[src/design/prfc_pkg.sv]
`timescale 1ns / 1ps
// ----------------------------------------------------------------------------
// prfc_pkg: shared types and constants for the page replacement fault counter
// Register indexes, policy codes and the control and status bundles that pass
// between the top level and the frame table.
// ----------------------------------------------------------------------------
package prfc_pkg;

    // APB address width: two 32-bit registers at byte addresses 0 and 4
    localparam int ADDR_W = 3;
    localparam int DATA_W = 32;

    // Register indexes (taken from paddr[2])
    localparam logic REG_POLICY = 1'b0;
    localparam logic REG_FRAMES = 1'b1;

    // Replacement policy codes
    localparam logic POLICY_FIFO = 1'b0;
    localparam logic POLICY_LRU  = 1'b1;

    // Width of the frame count register
    localparam int FRAMES_W = 4;

    // Reset value of the frame count register
    localparam logic [FRAMES_W-1:0] FRAMES_RESET = 4'd3;

    // Control bundle from the pipeline into the frame table
    typedef struct packed {
        logic step;        // process the word held in the input register
        logic policy;      // replacement policy code
        logic last;        // word ends the string: clear after it
    } t_frame_ctrl;

    // Status bundle from the frame table back to the pipeline
    typedef struct packed {
        logic hit;         // page already resident
        logic evict;       // a resident page made room for this one
    } t_frame_status;

endpackage

[src/design/prfc_frames.sv]
`timescale 1ns / 1ps
// ----------------------------------------------------------------------------
// prfc_frames: frame table with age ranks and fault counter
// Holds the resident pages, their age ranks (0 newest) and the string's
// fault count; looks up one page a cycle while stepped, updating everything in place.
// ----------------------------------------------------------------------------
module prfc_frames #(
    parameter int MAX_FRAMES = 8,
    parameter int PAGE_BITS  = 16
) (
    input  logic                          i_clk,
    input  logic                          i_rst_n,
    input  prfc_pkg::t_frame_ctrl         i_ctrl,
    input  logic [prfc_pkg::FRAMES_W-1:0] i_frame_count,
    input  logic [PAGE_BITS-1:0]          i_page,
    output prfc_pkg::t_frame_status       o_status,
    output logic [PAGE_BITS-1:0]          o_evict_page,
    output logic [31:0]                   o_fault_total
);

    localparam int RANK_W = (MAX_FRAMES > 1) ? $clog2(MAX_FRAMES) : 1;
    localparam int CNT_W  = $clog2(MAX_FRAMES + 1);
    localparam int LIM_W  = (CNT_W > prfc_pkg::FRAMES_W) ? CNT_W : prfc_pkg::FRAMES_W;

    // State: pages need no reset, a slot counts only below the resident count
    logic [PAGE_BITS-1:0] r_pages [MAX_FRAMES];
    logic [RANK_W-1:0]    r_rank  [MAX_FRAMES];
    logic [RANK_W-1:0]    n_rank  [MAX_FRAMES];
    logic [CNT_W-1:0]     r_count;
    logic [CNT_W-1:0]     n_count;
    logic [31:0]          r_faults;
    logic [31:0]          n_faults;

    logic [MAX_FRAMES-1:0] slot_valid;
    logic [MAX_FRAMES-1:0] slot_match;
    logic [MAX_FRAMES-1:0] slot_hit;
    logic [MAX_FRAMES-1:0] slot_oldest;
    logic [MAX_FRAMES-1:0] slot_free;
    logic [MAX_FRAMES-1:0] slot_load;
    logic                  found;
    logic                  hit;
    logic                  room;
    logic                  lru;
    logic [RANK_W-1:0]     hit_rank;
    logic [LIM_W-1:0]      limit;
    logic [LIM_W-1:0]      count_ext;
    logic [PAGE_BITS-1:0]  evict_page;
    logic [31:0]           faults_inc;

    // Effective frame count: zero acts as one, clamp at the table depth
    always_comb begin
        if (i_frame_count == '0) begin
            limit = LIM_W'(1);
        end else if (LIM_W'(i_frame_count) > LIM_W'(MAX_FRAMES)) begin
            limit = LIM_W'(MAX_FRAMES);
        end else begin
            limit = LIM_W'(i_frame_count);
        end
        count_ext = LIM_W'(r_count);
        room      = count_ext < limit;
    end

    // Compare every resident slot and find the oldest and the next free one
    always_comb begin
        for (int i = 0; i < MAX_FRAMES; i++) begin
            slot_valid[i]  = CNT_W'(i) < r_count;
            slot_match[i]  = slot_valid[i] && (r_pages[i] == i_page);
            slot_oldest[i] = slot_valid[i] && (CNT_W'(r_rank[i]) == r_count - CNT_W'(1));
            slot_free[i]   = CNT_W'(i) == r_count;
        end
    end

    // Keep the first matching slot only; pick its rank and the victim page
    always_comb begin
        found      = 1'b0;
        slot_hit   = '0;
        hit_rank   = '0;
        evict_page = '0;
        for (int i = 0; i < MAX_FRAMES; i++) begin
            if (slot_match[i] && !found) begin
                slot_hit[i] = 1'b1;
                hit_rank    = r_rank[i];
                found       = 1'b1;
            end
            if (slot_oldest[i]) begin
                evict_page = evict_page | r_pages[i];
            end
        end
        hit = found;
        lru = i_ctrl.policy == prfc_pkg::POLICY_LRU;
    end

    // Work out the next ranks, the slot to load and the counts
    always_comb begin
        for (int i = 0; i < MAX_FRAMES; i++) begin
            n_rank[i]    = r_rank[i];
            slot_load[i] = 1'b0;
            if (hit) begin
                if (lru) begin
                    if (slot_hit[i]) begin
                        n_rank[i] = '0;
                    end else if (slot_valid[i] && r_rank[i] < hit_rank) begin
                        n_rank[i] = r_rank[i] + RANK_W'(1);
                    end
                end
            end else if (room) begin
                if (slot_free[i]) begin
                    n_rank[i]    = '0;
                    slot_load[i] = 1'b1;
                end else if (slot_valid[i]) begin
                    n_rank[i] = r_rank[i] + RANK_W'(1);
                end
            end else begin
                if (slot_oldest[i]) begin
                    n_rank[i]    = '0;
                    slot_load[i] = 1'b1;
                end else if (slot_valid[i]) begin
                    n_rank[i] = r_rank[i] + RANK_W'(1);
                end
            end
        end
        n_count    = (!hit && room) ? r_count + CNT_W'(1) : r_count;
        faults_inc = (r_faults == '1) ? r_faults : r_faults + 32'd1;
        n_faults   = hit ? r_faults : faults_inc;
    end

    // Update the table on a step; clear after the last word of a string
    always_ff @(posedge i_clk) begin
        if (!i_rst_n) begin
            r_count  <= '0;
            r_faults <= '0;
            for (int i = 0; i < MAX_FRAMES; i++) begin
                r_rank[i] <= '0;
            end
        end else if (i_ctrl.step) begin
            if (i_ctrl.last) begin
                r_count  <= '0;
                r_faults <= '0;
                for (int i = 0; i < MAX_FRAMES; i++) begin
                    r_rank[i] <= '0;
                end
            end else begin
                r_count  <= n_count;
                r_faults <= n_faults;
                for (int i = 0; i < MAX_FRAMES; i++) begin
                    r_rank[i] <= n_rank[i];
                end
            end
        end
    end

    // Load the new page into its slot
    always_ff @(posedge i_clk) begin
        for (int i = 0; i < MAX_FRAMES; i++) begin
            if (i_ctrl.step && slot_load[i]) begin
                r_pages[i] <= i_page;
            end
        end
    end

    // Result of this lookup, fault count including this word
    always_comb begin
        o_status.hit   = hit;
        o_status.evict = !hit && !room;
        o_evict_page   = o_status.evict ? evict_page : '0;
        o_fault_total  = n_faults;
    end

`ifndef ASSERT_OFF
    a_count_bound: assert property (@(posedge i_clk) disable iff (!i_rst_n)
        r_count <= CNT_W'(MAX_FRAMES))
        else $error("resident count above table depth");

    a_clear_after_last: assert property (@(posedge i_clk) disable iff (!i_rst_n)
        i_ctrl.step && i_ctrl.last |=> r_count == '0 && r_faults == '0)
        else $error("string state not cleared after last word");

    a_hit_keeps_count: assert property (@(posedge i_clk) disable iff (!i_rst_n)
        i_ctrl.step && !i_ctrl.last && hit |=> r_count == $past(r_count))
        else $error("hit changed the resident count");

    a_single_victim: assert property (@(posedge i_clk) disable iff (!i_rst_n)
        i_ctrl.step && o_status.evict |-> $onehot(slot_oldest))
        else $error("eviction without exactly one oldest slot");
`endif

endmodule

[src/design/page_replacement_fault_counter.sv]
`timescale 1ns / 1ps
// ----------------------------------------------------------------------------
// page_replacement_fault_counter: FIFO / LRU page replacement with fault count
// Takes one page reference per word, keeps the resident frames in age order
// and reports hit or fault, any eviction and the running fault total.
// ----------------------------------------------------------------------------
//  channel   | direction | fields (low bit first)
//  s_axis    | in        | tdata: page_number; tlast: final_reference
//  m_axis    | out       | tuser: hit, page_fault; tdata: evicted_valid,
//            |           |   evicted_page, fault_total; tlast: string_done
//  apb       | in/out    | 0x0 policy_mode, 0x4 frame_count
//
// One word a cycle while the result side does not stall: a word is held in the
// input register, then the lookup and table update run combinationally and the
// result is registered, so a result passes the input register and the result
// register before it leaves.
// A stalled output holds the result and the input register; the next word
// is still taken while the held result waits if the input register is free.
// Synchronous active-low reset clears the table, counts and registers.
// ----------------------------------------------------------------------------
module page_replacement_fault_counter #(
    parameter int MAX_FRAMES = 8,
    parameter int PAGE_BITS  = 16
) (
    input  logic                          i_clk,
    input  logic                          i_rst_n,
    // input stream
    input  logic                          s_axis_tvalid,
    output logic                          s_axis_tready,
    input  logic [((PAGE_BITS+7)/8)*8-1:0] s_axis_tdata,  // page_number
    input  logic                          s_axis_tlast,   // final_reference
    // result stream
    output logic                          m_axis_tvalid,
    input  logic                          m_axis_tready,
    // evicted_valid, evicted_page, fault_total
    output logic [((PAGE_BITS+40)/8)*8-1:0] m_axis_tdata,
    output logic [1:0]                    m_axis_tuser,   // hit, page_fault
    output logic                          m_axis_tlast,   // string_done
    // configuration
    input  logic                          psel,
    input  logic                          penable,
    input  logic                          pwrite,
    input  logic [prfc_pkg::ADDR_W-1:0]   paddr,
    input  logic [prfc_pkg::DATA_W-1:0]   pwdata,
    output logic [prfc_pkg::DATA_W-1:0]   prdata,
    output logic                          pready
);

    localparam int OUT_W = ((PAGE_BITS + 40) / 8) * 8;
    localparam int PAY_W = 1 + PAGE_BITS + 32;

    logic                            r_policy;
    logic [prfc_pkg::FRAMES_W-1:0]   r_frames;
    logic                            r_in_valid;
    logic [PAGE_BITS-1:0]            r_in_page;
    logic                            r_in_last;
    logic                            r_out_valid;
    logic [1:0]                      r_out_user;
    logic [PAY_W-1:0]                r_out_data;
    logic                            r_out_last;

    logic                            cfg_write;
    logic                            advance;
    prfc_pkg::t_frame_ctrl           ctrl;
    prfc_pkg::t_frame_status         status;
    logic [PAGE_BITS-1:0]            evict_page;
    logic [31:0]                     fault_total;

    // Register writes complete in the access phase
    assign pready    = 1'b1;
    assign cfg_write = psel && penable && pwrite && pready;

    always_ff @(posedge i_clk) begin
        if (!i_rst_n) begin
            r_policy <= prfc_pkg::POLICY_FIFO;
            r_frames <= prfc_pkg::FRAMES_RESET;
        end else if (cfg_write) begin
            unique case (paddr[2])
                prfc_pkg::REG_POLICY: r_policy <= pwdata[0];
                prfc_pkg::REG_FRAMES: r_frames <= pwdata[prfc_pkg::FRAMES_W-1:0];
                default:              r_policy <= r_policy;
            endcase
        end
    end

    // Read back the selected register
    always_comb begin
        unique case (paddr[2])
            prfc_pkg::REG_POLICY: prdata = prfc_pkg::DATA_W'(r_policy);
            prfc_pkg::REG_FRAMES: prdata = prfc_pkg::DATA_W'(r_frames);
            default:              prdata = '0;
        endcase
    end

    // Advance when the result register is empty or being drained
    assign advance       = !r_out_valid || m_axis_tready;
    assign s_axis_tready = !r_in_valid || advance;

    // Hold the incoming word
    always_ff @(posedge i_clk) begin
        if (!i_rst_n) begin
            r_in_valid <= 1'b0;
        end else if (s_axis_tvalid && s_axis_tready) begin
            r_in_valid <= 1'b1;
        end else if (advance) begin
            r_in_valid <= 1'b0;
        end
    end

    always_ff @(posedge i_clk) begin
        if (s_axis_tvalid && s_axis_tready) begin
            r_in_page <= s_axis_tdata[PAGE_BITS-1:0];
            r_in_last <= s_axis_tlast;
        end
    end

    // Frame table lookup and update
    assign ctrl.step   = r_in_valid && advance;
    assign ctrl.policy = r_policy;
    assign ctrl.last   = r_in_last;

    prfc_frames #(
        .MAX_FRAMES (MAX_FRAMES),
        .PAGE_BITS  (PAGE_BITS)
    ) u_frames (
        .i_clk         (i_clk),
        .i_rst_n       (i_rst_n),
        .i_ctrl        (ctrl),
        .i_frame_count (r_frames),
        .i_page        (r_in_page),
        .o_status      (status),
        .o_evict_page  (evict_page),
        .o_fault_total (fault_total)
    );

    // Capture the result word
    always_ff @(posedge i_clk) begin
        if (!i_rst_n) begin
            r_out_valid <= 1'b0;
        end else if (advance) begin
            r_out_valid <= r_in_valid;
        end
    end

    always_ff @(posedge i_clk) begin
        if (ctrl.step) begin
            r_out_user <= {!status.hit, status.hit};
            r_out_data <= {fault_total, evict_page, status.evict};
            r_out_last <= r_in_last;
        end
    end

    assign m_axis_tvalid = r_out_valid;
    assign m_axis_tuser  = r_out_user;
    assign m_axis_tdata  = OUT_W'(r_out_data);
    assign m_axis_tlast  = r_out_last;

`ifndef ASSERT_OFF
    a_result_follows_step: assert property (@(posedge i_clk) disable iff (!i_rst_n)
        ctrl.step |=> r_out_valid)
        else $error("processed word produced no result");

    a_flags_exclusive: assert property (@(posedge i_clk) disable iff (!i_rst_n)
        r_out_valid |-> (r_out_user[0] != r_out_user[1]) && !(r_out_user[0] && r_out_data[0]))
        else $error("result flags inconsistent");

    a_no_step_on_stall: assert property (@(posedge i_clk) disable iff (!i_rst_n)
        r_out_valid && !m_axis_tready |-> !ctrl.step)
        else $error("table updated while result stalled");
`endif

endmodule

[config.mk]
export PLATFORM = sky130hd
export DESIGN_NAME = page_replacement_fault_counter
export DESIGN_NICKNAME = d
export VERILOG_FILES = /design/src/design/prfc_pkg.sv /design/src/design/prfc_frames.sv /design/src/design/page_replacement_fault_counter.sv
export SDC_FILE = /design/constraint.sdc
export NUM_CORES = 1
export LEC_CHECK = 0
export BUFFER_PORTS_ARGS = -buffer_cell sky130_fd_sc_hd__buf_2
export CAP_MARGIN = 20
export CELL_PAD_IN_SITES_DETAIL_PLACEMENT = 1
export CELL_PAD_IN_SITES_GLOBAL_PLACEMENT = 2
export CORE_ASPECT_RATIO = 0.75
export CORE_MARGIN = 4
export CORE_UTILIZATION = 40
export DETAILED_ROUTE_END_ITERATION = 12
export PLACE_DENSITY = 0.89
export SYNTH_ARGS = -nofsm -noshare
export SYNTH_HDL_FRONTEND = slang
export SYNTH_SLANG_ARGS = --single-unit
[constraint.sdc]
create_clock -name i_clk -period 5.3 [get_ports i_clk]
set_input_delay 0.53 -clock i_clk [delete_from_list [all_inputs] [get_ports i_clk]]
set_output_delay 0.53 -clock i_clk [all_outputs]
set_load 0.005 [all_outputs]
* Word-level counts from Yosys, hierarchy flattened
Memory sizes are Yosys's and may differ from the RTL's.
Index checks and enable logic that the tools add are counted.
** Storage, ports and cells
- Register bits after elaboration :: 112
- Bits in latches :: 0
- Memory bits (writable) :: 152
- ROM bits :: 0
- Memories :: 2
** Operators by class
- Add/subtract/negate cells :: 11
- Multipliers :: 0
- Div/mod/pow operators :: 0
- Magnitude comparators :: 18
- Equal/unequal tests :: 24
- Shift operators :: 0
- Mux-type cells :: 178
- Bitwise gates (word level) :: 24
- Reduce and logical (&&, ||, !) cells :: 65
** Memory list
- u_frames.r_pages :: depth 8, bits a word 16, read ports 8, clocked after memory_dff 0, wr ports 8, line prfc_frames.sv:26 : logic [PAGE_BITS-1:0] r_pages [MAX_FRAMES];
- u_frames.r_rank :: depth 8, bits a word 3, read ports 8, clocked after memory_dff 0, wr ports 8, line prfc_frames.sv:27 : logic [RANK_W-1:0] r_rank [MAX_FRAMES];
** Operators by type and width (number)
- two-way mux 3 bit :: 88
- == test 16 bit :: 8
- two-way mux 16 bit :: 8
- OR 16 bit :: 7
- two-way mux 32 bit :: 3
- two-way mux 1 bit :: 74
- case mux 32 bit (2 select lines) :: 1
- logical AND 1 bit :: 45
- adder 32 x 1 -> 32 bit, second input constant :: 1
- == test 3 x 4 -> 1 bit :: 8
- == test 32 bit, second input constant :: 1
- adder 3 x 1 -> 3 bit, second input constant :: 8
- less-than comparator 3 bit :: 8
- == test 3 x 4 -> 1 bit, first input constant :: 4
- less-than comparator 3 x 4 -> 1 bit, first input constant :: 4
- two-way mux 4 bit :: 4
- OR 1 bit :: 16
- zero test 1 bit :: 11
- == test 2 x 4 -> 1 bit, first input constant :: 2
- zero test 4 bit :: 2
- less-than comparator 1 x 4 -> 1 bit, first input constant :: 2
- less-than comparator 2 x 4 -> 1 bit, first input constant :: 2
- AND reduction 2 bit :: 3
- adder 4 x 1 -> 4 bit, second input constant :: 1
- 7 further kinds :: 9

* Depth between registers and ports, before layout
Gate-level depths: netlist (run 1).
An unclocked memory read counts as a cell.
- Depth after elaboration :: 32
- Gate-level depth with buffers :: 20
- Mapped depth without buffers :: 19

* Hierarchy
A second synthesis (run 1) with hierarchy kept.
** Second synthesis, totals
- Cells, all modules :: 1330
- Area, all modules :: 14715.4 um^2
** By module, submodules not included
- prfc_frames :: instances 1, cells each 1185, area an instance 12012.8 um^2, seq. area each 5255.0 um^2
- page_replacement_fault_counter :: instances 1, cells each 145, area an instance 2702.6 um^2, seq. area each 2212.1 um^2

* Worst setup path before layout (run 1)
No wires, ideal clock.
- Kind :: input port to flip-flop
- Start point :: input port m_axis_tready
- End point :: memory u_frames.r_pages[0][0] (enable)
- Library setup time :: 389 ps
- Arrival time :: 3959 ps
- Required time :: 4911 ps
- Slack :: 952 ps
- Stages on the path :: 7
- Path through :: nor2b_1 > nand2b_1 > clkbuf_1 > inv_1 > clkbuf_1 > nand2_1 > nor2_1
** RTL lines
- start, declared :: line page_replacement_fault_counter.sv:34 : input logic m_axis_tready,
- end, declared :: line prfc_frames.sv:26

==> run_results.csv, run 1 <==
group,metric,value,unit
run_status,outcome,"complete, no violations",
routing,remaining_drc_errors,0,
global_routing,grt_remaining_overflow,0,
timing,hold_viol,0,
pwr,power.density,280,nW/um^2
clock_network,ctsLongestPathBuffers,3,
run,cap_violations,0,
floorplan,fp.coreArea,35100,sq um
yosys,syn_area_per_cell,11.3,sq um
place,place_area,15400,sq um
routing,ant_nets,0,
yosys,yosys.area.top_type,"edfxtp_1",
yosys,yosysMostFrequentCell,"edfxtp_1",
layout,final_nets,1472,
clock_network,cts_resized,0,
timing,worst_pin_slew,1.09,ns
yosys,yosysSeqAreaShare,0.518,
global_routing,antenna_found_initial,1,
place,hpwl,34700,um
yosys,synthFlopType,"edfxtp_1",
yosys,synth_seq_cells,264,
clock_network,cts-htree-levels,1,
routing,drt-met1-wl,21400,um
yosys,ys_warn_count,0,
routing,detail_route.wl_per_cell,25.9,um
floorplan,start_util,0.410,
routing,drt_pass1_iterations,5,
timing,min_period,4.88,ns
floorplan,die_area,39200,sq um
critical_path,end_kind,"register",
timing,grt_setup_unrepaired,"false",
clock_network,root_buffer,"clkbuf_16",
yosys,post_synth_num_cell_types,78,
layout,synthToLayoutAreaGrowth,13.3,%
clock_network,cts_setup_buffers,0,
global_routing,grt_max_degree,61,
global_routing,grt_pass1_vias,11600,
critical_path,worstSetupPathType,"reg -> reg",
clock_network,cts-buffers-inserted,29,
routing,viasPerCell,6.06,
floorplan,num_io_pins,153,
pwr,leakage,5.65,nW
critical_path,critPathLaunchType,"register",
timing,fmax,0.205,GHz
timing,fin_crit_sh,0.920,
pwr,ir_worst_vdd,0.000195,V
yosys,synth.cell_area,14400,sq um
clock_network,clk_pin_slew,0.06,ns
place,io_buffers,86,
global_routing,grt_use_total,0.240,
layout,antenna_cells,0,
worst_hold_path,min_path_type,"in -> reg",
global_routing,grt_pass1_wl,71600,um
critical_path,worstPathArrival,5.32,ns
critical_path,critPathRequiredTime,5.75,ns
yosys,synthArstFlopShare,0,
timing,fin_setup_tns,0,ns
floorplan,die_w,227,um
timing,final-max-slew-violation-count,0,
yosys,synth_edf_count,218,
floorplan,die_h,172,um
yosys,synth_area_leaders,"edfxtp_1, dfxtp_1, xor2_1, xnor2_1, ha_1",
floorplan,rows,59,
routing,met2_wirelength,21100,um
timing,fin_skew,0.0190,ns
routing,top_layer,"met5",
routing,dr_total_vias,11300,
timing,relSlewSlack,0.271,
routing,routed_wl,48400,um
routing,wl_met3,4910,um
clock_network,cts_tree,"done",
yosys,synthTopCellsByCount,"edfxtp_1, xor2_1, xnor2_1",
clock_network,ctsHoldBuffers,0,
critical_path,cp_max_fo,8,
timing,holdWs,0.144,ns
layout,fin_area,16300,sq um
clock_network,clk_latency,0.57,ns
timing,finalSetupViolCount,0,
place,routabilityCongestion,0.939,
layout,drive_above_1_share,0.156,
clock_network,cts.sinks,264,
yosys,synth_cells,1280,
yosys,synth_top_area_share,0.454,
routing,drt_iter0_markers,1395,
==> power breakdown <==
| part | internal [mW] | leakage (nW) | switching (mW) | total [mW] |
|---|---|---|---|---|
| registers | 2.29 | 2.39 | 0.0511 | 2.34 |
| logic | 0.110 | 2.83 | 0.216 | 0.326 |
| clock network | 1.05 | 0.428 | 0.850 | 1.90 |
==> flip-flops by register name, summed over array words and instances, names as in the netlist <==
register	cells
u_frames.r_pages	128
r_out_data	49
u_frames.r_faults	32
u_frames.r_rank	24
r_in_page	16
r_frames	4
u_frames.count_ext	4
m_axis_tuser	2
m_axis_tlast	1
m_axis_tvalid	1
r_in_last	1
r_in_valid	1
r_policy	1
==> layout make-up <==
type	count	area [sq um]
repair buffers	141	863
well taps	457	572
flip-flops and latches	264	7470
fillers	3845	18800
clock buffers	33	741
multi-input cells	930	6480
inverters	21	78.8
clock inverters	21	128
==> path summary, 6_finish.rpt <==
path | cells past startpoint | end | slack, ns | start
min | 1 | r_in_page[12] | 0.14 | s_axis_tdata[12]
min reg2reg | 2 | u_frames.r_faults[12] | 0.53 | u_frames.r_faults[12]
max | 18 | u_frames.r_rank[0][0] | 0.42 | u_frames.count_ext[0]
max reg2reg | 18 | u_frames.r_rank[0][0] | 0.42 | u_frames.count_ext[0]
==> logic make-up (layout without fill, tap and decap cells) <==
group	count (synthesis)	in the layout	share of synthesized area
other	2	36	0.000521
xor gates and xnor gates	183	183	0.111
muxes	21	21	0.0159
DFF	264	264	0.518
and+or+nand+nor	377	377	0.144
AOI/OAI and AO/OA	287	287	0.143
buffers and inverters	120	216	0.0449
adders and majority gates	26	26	0.0226
==> critical path: stages, from the launching register on <==
cell and delay [ns]:
dfxtp_1 0.58, inv_1 0.21, ha_1 0.29, nor2_1 0.20, o21ai_1 0.11, or4_1 0.64
nor2_1 0.25, o21ai_0 0.13, mux2_2 0.27, o32ai_1 0.19, o21ai_0 0.15, mux2i_1 0.22
ha_1 0.27, or3_1 0.37, a21oi_1 0.14, o21ai_0 0.09, o311ai_1 0.20, a31oi_4 0.09
mux2_4 0.32
==> through the flow <==
stage / setup slack (ns) / power (mW) / util / std cells
6_report: 0.425 / 4.57 / 0.465 / 1867
5_1_grt: 0.239 / 4.71 / 0.465 / 1867
4_1_cts: 0.556 / 4.59 / 0.464 / 1866
3_5_place_dp: 0.584 / 2.70 / 0.440 / 1812
3_3_place_gp: 0.663 / 2.69 / 0.440 / 1812
2_1_floorplan: 0.952 / 2.58 / - / 1314
==> cell usage in the layout, fill, tap and decap left out, types with 19 or more instances in the layout <==
| master | netlist | routed |
|---|---|---|
| a22oi_1 | 32 | 32 |
| nor2b_1 | 26 | 26 |
| buf_2 | 17 | 86 |
| nand4_1 | 20 | 20 |
| a21boi_0 | 20 | 20 |
| clkbuf_16 | 0 | 29 |
| o21ai_0 | 50 | 50 |
| edfxtp_1 | 218 | 218 |
| nor3_1 | 30 | 25 |
| conb_1 | 2 | 36 |
| xnor2_1 | 87 | 87 |
| nand3_1 | 43 | 43 |
| ha_1 | 26 | 26 |
| or3_1 | 21 | 21 |
| nand2_1 | 70 | 70 |
| xor2_1 | 96 | 96 |
| a21oi_1 | 25 | 25 |
| a22o_1 | 22 | 22 |
| buf_4 | 39 | 53 |
| dfxtp_1 | 46 | 46 |
| a31oi_1 | 40 | 40 |
| inv_1 | 20 | 19 |
| nor2_1 | 58 | 58 |
| nor4_1 | 28 | 24 |
==> metal layers <==
layer  vias to the layer above  global-route usage
met5                         -                   0
met1                      5777               0.345
li1                       4992                   -
met3                        78              0.0696
met2                       464               0.361
met4                         2              0.0584
(Power assumes the default switching activity.)
==> run 2: changes to the inputs <==
CELL_PAD_IN_SITES_DETAIL_PLACEMENT = default   (was 1)
CELL_PAD_IN_SITES_GLOBAL_PLACEMENT = default   (was 2)
CORE_UTILIZATION = 59   (was 40)
PLACE_DENSITY = 0.88   (was 0.89)
==> run 2 against run 1 <==
Flip-flop and latch count unchanged. Total power grew 1.9%. Critical path depth shrank 8. Critical endpoint is now u_frames.r_rank[2][1].
==> run_results.csv, run 2 (same netlist as run 1, synthesis figures left out) <==
group,metric,value,unit
critical_path,path_delay_family,"compound AO/OA/AOI/OAI gates",
floorplan,fp.coreArea,24000,sq um
critical_path,cp_max_fo,16,
critical_path,ff2ff_setup_slack,0.31,ns
routing,detail_route.wl_per_cell,24.9,um
layout,largest_reg_flops,128,
place,io_buffers,86,
pwr,power.total,4.65,mW
global_routing,antenna_found_initial,2,
layout,final_nets,1460,
critical_path,crit_buf_inv,0,
critical_path,r2r_end,"u_frames.r_rank[2][1]",
clock_network,cts-htree-levels,1,
floorplan,die_w,189,um
clock_network,root_buffer,"clkbuf_16",
clock_network,ctsLongestPathBuffers,3,
timing,worst_pin_slew,1.16,ns
routing,routed_wl,43000,um
timing,fin_crit_sh,0.941,
place,hpwl,29800,um
clock_network,cts.sinks,264,
routing,drt_iter0_markers,1710,
critical_path,end_kind,"register",
pwr,ir_worst_vdd,0.000379,V
timing,relSlewSlack,0.229,
critical_path,critPathLaunchType,"register",
layout,layout_common_cells,"edfxtp_1, xor2_1, xnor2_1, buf_2, nand2_1",
critical_path,worstSetupPathType,"reg -> reg",
critical_path,crit_path_max_incr_delay,0.79,ns
routing,ant_nets,0,
clock_network,clk_pin_slew,0.07,ns
clock_network,ctsHoldBuffers,0,
critical_path,reg2reg_depth,10,
pwr,leakage,5.65,nW
floorplan,rows,49,
timing,min_period,4.99,ns
place,routabilityCongestion,1.01,
critical_path,worstPathArrival,5.19,ns
floorplan,start_util,0.600,
layout,final_common_cell,"edfxtp_1",
timing,fin_skew,0.0147,ns
timing,final-max-slew-violation-count,0,
worst_hold_path,holdCritStartpoint,"s_axis_tdata[7]",
global_routing,grt_pass1_vias,10800,
worst_hold_path,min_to,"r_in_page[7]",
timing,finalSetupViolCount,0,
clock_network,cts_setup_buffers,0,
layout,drive_above_1_share,0.154,
critical_path,cp_slowest_cell,"o211ai_1",
global_routing,grt_max_degree,68,
global_routing,grt_use_total,0.307,
clock_network,cts-buffers-inserted,26,
run,cap_violations,0,
clock_network,clk_latency,0.54,ns
clock_network,cts_resized,0,
global_routing,grt_remaining_overflow,0,
worst_hold_path,worstHoldPathCells,1,
pwr,power.density,287,nW/um^2
critical_path,cp_cell_sequence,"xnor2_1, nand4_1, or4_1, o22ai_2, nor2_2, o211a_1, o211ai_1, or3b_2, a311o_1, a31oi_1",
worst_hold_path,min_path_type,"in -> reg",
routing,remaining_drc_errors,0,
floorplan,num_io_pins,153,
timing,grt_setup_unrepaired,"false",
global_routing,grt_pass1_wl,63800,um
routing,drt_pass1_iterations,6,
routing,dr_total_vias,11400,
run_status,outcome,"complete, no violations",
clock_network,cts_tree,"done",
routing,viasPerCell,6.62,
floorplan,die_h,143,um
timing,fin_setup_tns,0,ns
layout,largest_register,"u_frames.r_pages",
floorplan,die_area,27000,sq um
layout,synthToLayoutAreaGrowth,12.3,%
critical_path,reg2reg_from,"r_in_page[6]",
critical_path,critPathRequiredTime,5.50,ns
timing,hold_viol,0,
layout,reg.largest.list,"u_frames.r_pages: 128 flops, r_out_data: 49 flops, u_frames.r_faults: 32 flops",
timing,fmax,0.200,GHz
==> run 2: cell types whose count changed in the layout (fill, tap and decap cells not counted), moves of 2 or more <==
cell / previous run / this run
clkbuf_8: 0 / 2
buf_4: 53 / 44
clkinv_1: 10 / 1
clkinv_2: 7 / 5
bufinv_16: 1 / 4
==> run 2: report_power, final <==
group	internal, mW	switching [mW]	total (mW)	leakage (nW)
Sequential	2.29	0.0588	2.35	2.39
Clock	1.19	0.807	2.00	0.456
Combinational	0.107	0.197	0.304	2.80
==> run 2: worst max-delay path by stage <==
stage                  startpoint                      to  cells past startpoint  slack [ns]
floorplan           m_axis_tready  u_frames.r_pages[0][0]                      7        0.95
global placement     r_in_page[6]   u_frames.r_rank[1][3]                     11        0.71
detailed placement   r_in_page[6]   u_frames.r_rank[2][1]                     10        0.56
CTS                  r_in_page[6]   u_frames.r_rank[2][0]                     10        0.54
global route         r_in_page[6]   u_frames.r_rank[1][4]                     11        0.19
finish               r_in_page[6]   u_frames.r_rank[2][1]                     10        0.31
==> run 2: layer usage <==
metal | vias to the layer above | GRT usage | wire length (um)
li1 | 4987 | - | -
met1 | 5532 | 0.426 | 16900
met2 | 819 | 0.454 | 18500
met3 | 98 | 0.123 | 6450
met4 | 2 | 0.0793 | 1170
met5 | - | 0 | 13
==> run 2: layout make-up <==
type / count / area (sq um)
Fill cell: 1790 / 7840
Sequential cell: 264 / 7470
Multi-Input combinational cell: 930 / 6480
Timing Repair Buffer: 132 / 808
Clock buffer: 33 / 739
Tap cell: 331 / 414
Clock inverter: 15 / 198
Inverter: 21 / 78.8
Antenna cell: 1 / 2.50
==> run 2: through the flow <==
step / setup WS, ns / cells / utilization / cell area (sq um) / hold slack [ns]
floorplan: 0.952 / 1314 / - / 14500 / 0.424
finish: 0.312 / 1727 / 0.674 / 16200 / 0.162
detailed placement: 0.557 / 1677 / 0.633 / 15200 / 0.518
global route: 0.189 / 1727 / 0.674 / 16200 / 0.154
CTS: 0.544 / 1725 / 0.672 / 16200 / 0.149
global placement: 0.708 / 1677 / 0.633 / 15200 / 0.502
==> run 3: changes to the inputs <==
CORE_UTILIZATION = 54   (was 59)
PLACE_DENSITY = 0.85   (was 0.88)
clock period = 4.1 ns   (was 5.3 ns; I/O delays follow)
==> run 3 against run 2 <==
The flow now finishes with violations (setup timing). Final cell count is 7.2% higher. Register-to-register slack lost 0.37 ns. Flip-flop and latch count unchanged. Via count grew 2.8%. Global-route usage decreased by 1.6 points. Sequential power rose by 29%. Clock power rose by 26%. Total power up 29%. First-iteration DRC count shrank 6.4%.
==> run_results.csv, run 3 (same netlist as run 1, synthesis figures left out) <==
group,metric,value,unit
run_status,outcome,"finished with violations",
run_status,violations,"setup timing",
run,cap_violations,0,
layout,synthToLayoutAreaGrowth,19.8,%
routing,ant_nets,0,
floorplan,die_w,197,um
global_routing,grt_pass1_wl,65600,um
layout,layout_common_cells,"edfxtp_1, buf_4, xor2_1, buf_2, xnor2_1",
critical_path,worstPathArrival,4.57,ns
critical_path,r2r_end,"u_frames.r_rank[0][1]",
clock_network,ctsLongestPathBuffers,3,
critical_path,end_kind,"register",
floorplan,num_io_pins,153,
place,hpwl,31800,um
worst_hold_path,min_to,"r_in_page[9]",
worst_hold_path,holdCritStartpoint,"s_axis_tdata[9]",
layout,reg.largest.list,"u_frames.r_pages: 128 flops, r_out_data: 49 flops, u_frames.r_faults: 32 flops",
worst_hold_path,min_path_type,"in -> reg",
layout,final_util,0.662,
timing,hold_viol,0,
pwr,leakage,6.22,nW
clock_network,clk_pin_slew,0.06,ns
routing,drt_iter0_markers,1601,
layout,drive_above_1_share,0.241,
routing,routed_wl,44600,um
timing,min_period,4.16,ns
layout,fin_area,17300,sq um
critical_path,critPathRequiredTime,4.51,ns
timing,fin_skew,0.0124,ns
timing,worst_pin_slew,0.966,ns
clock_network,clk_latency,0.54,ns
timing,fmax,0.240,GHz
layout,largest_reg_flops,128,
critical_path,cpMostUsedCell,"o21ai_2",
layout,largest_register,"u_frames.r_pages",
floorplan,rows,51,
critical_path,cp_max_fo,2,
critical_path,cp_slowest_cell,"or4_4",
routing,drt_pass1_iterations,6,
critical_path,crit_path_max_incr_delay,0.66,ns
floorplan,fp.coreArea,26100,sq um
critical_path,reg2reg_from,"u_frames.r_pages[0][23]",
clock_network,cts-buffers-inserted,27,
pwr,power.total,6.00,mW
floorplan,die_h,150,um
place,routabilityCongestion,0.986,
floorplan,start_util,0.552,
routing,dr_total_vias,11800,
global_routing,grt_max_degree,67,
clock_network,cts-htree-levels,1,
pwr,power.density,347,nW/um^2
layout,final_nets,1572,
critical_path,worstSetupPathType,"reg -> reg",
timing,fin_crit_sh,1.01,
clock_network,cts_tree,"done",
global_routing,antenna_found_initial,0,
routing,viasPerCell,6.35,
critical_path,critPathLaunchType,"register",
timing,final-max-slew-violation-count,0,
clock_network,root_buffer,"clkbuf_16",
timing,finalSetupViolCount,5,
global_routing,grt_use_total,0.291,
timing,setup_slack,-0.0595,ns
layout,final_common_cell,"edfxtp_1",
timing,relSlewSlack,0.356,
global_routing,grt_pass1_vias,11100,
routing,detail_route.wl_per_cell,24.1,um
worst_hold_path,worstHoldPathCells,1,
layout,antenna_cells,0,
place,place_area,16000,sq um
timing,holdWs,0.0410,ns
timing,grt_setup_unrepaired,"true",
critical_path,ff2ff_setup_slack,-0.06,ns
place,io_buffers,86,
clock_network,cts.sinks,264,
critical_path,cp_cell_sequence,"xnor2_2, buf_4, nand4_1, or4_4, nor2_4, o21ai_2, mux2_4, o32ai_4, o21ai_2, mux2i_4, ha_4, or3_4, a21oi_4, o21ai_2, o311ai_4, a31oi_4, buf_6, mux2i_4",
global_routing,grt_remaining_overflow,0,
routing,remaining_drc_errors,0,
floorplan,die_area,29400,sq um
pwr,ir_worst_vdd,0.000391,V
critical_path,reg2reg_depth,18,
[run 3: worst max path at each step]
stage,start,endpoint,slack [ns],cells after the start
6_report,u_frames.r_pages[0][23],u_frames.r_rank[0][1],-0.06,18
3_5_place_dp,u_frames.r_pages[0][23],u_frames.r_rank[0][1],-0.32,18
5_1_grt,r_in_page[2],u_frames.r_rank[0][1],-0.11,19
3_3_place_gp,u_frames.r_pages[0][23],u_frames.r_rank[0][0],-0.25,17
2_1_floorplan,u_frames.count_ext[1],u_frames.r_rank[0][0],-0.07,19
4_1_cts,r_in_page[13],u_frames.r_rank[2][2],0.002,13
[run 3: worst max-delay path, delay by kind of cell, from the launching register on]
| kind | cells | cell delay, ns |
|---|---|---|
| compound gates | 7 | 0.72 |
| simple gates | 4 | 1.40 |
| fa+ha+maj | 1 | 0.23 |
| xor+xnor | 1 | 0.29 |
| mux | 3 | 0.65 |
| buf+inv | 2 | 0.32 |
| flops | 1 | 0.43 |
[run 3: area by class of cell]
class                      count  area [sq um]
clock buffer                  29           683
fill                        1905          8830
clock inverter                21           216
multi-input combinational    930          6750
tap                          344           430
sequential                   264          7470
timing repair buffer         243          1640
inverter                      21          78.8
[run 3: where the power goes]
group	switching (mW)	internal [mW]
registers	0.0548	2.96
logic	0.291	0.175
clock network	1.05	1.46
total	1.40	4.60
[run 3: metal layers]
metal / wire length (um) / share of wire / GRT usage / vias up
met5: 0 / 0 / 0 / -
met4: 923 / 0.021 / 0.0544 / 0
met3: 6900 / 0.15 / 0.115 / 92
met2: 18800 / 0.42 / 0.419 / 797
met1: 17900 / 0.40 / 0.423 / 5656
li1: - / - / - / 5208
[run 3: repair_timing]
action,4_1_cts,5_1_grt
pin swaps,3,23
gates resized for setup,8,50
buffers inserted,4,9
endpoints found under the setup margin,18,25
hold buffers,0,0
[run 3: through the flow]
step,cells,setup slack (ns),TNS (ns)
6_report,1852,-0.0595,-0.149
5_1_grt,1852,-0.107,-0.263
2_1_floorplan,1314,-0.0712,-0.0712
3_3_place_gp,1790,-0.247,-1.88
4_1_cts,1844,0.00172,0
3_5_place_dp,1790,-0.325,-3.30
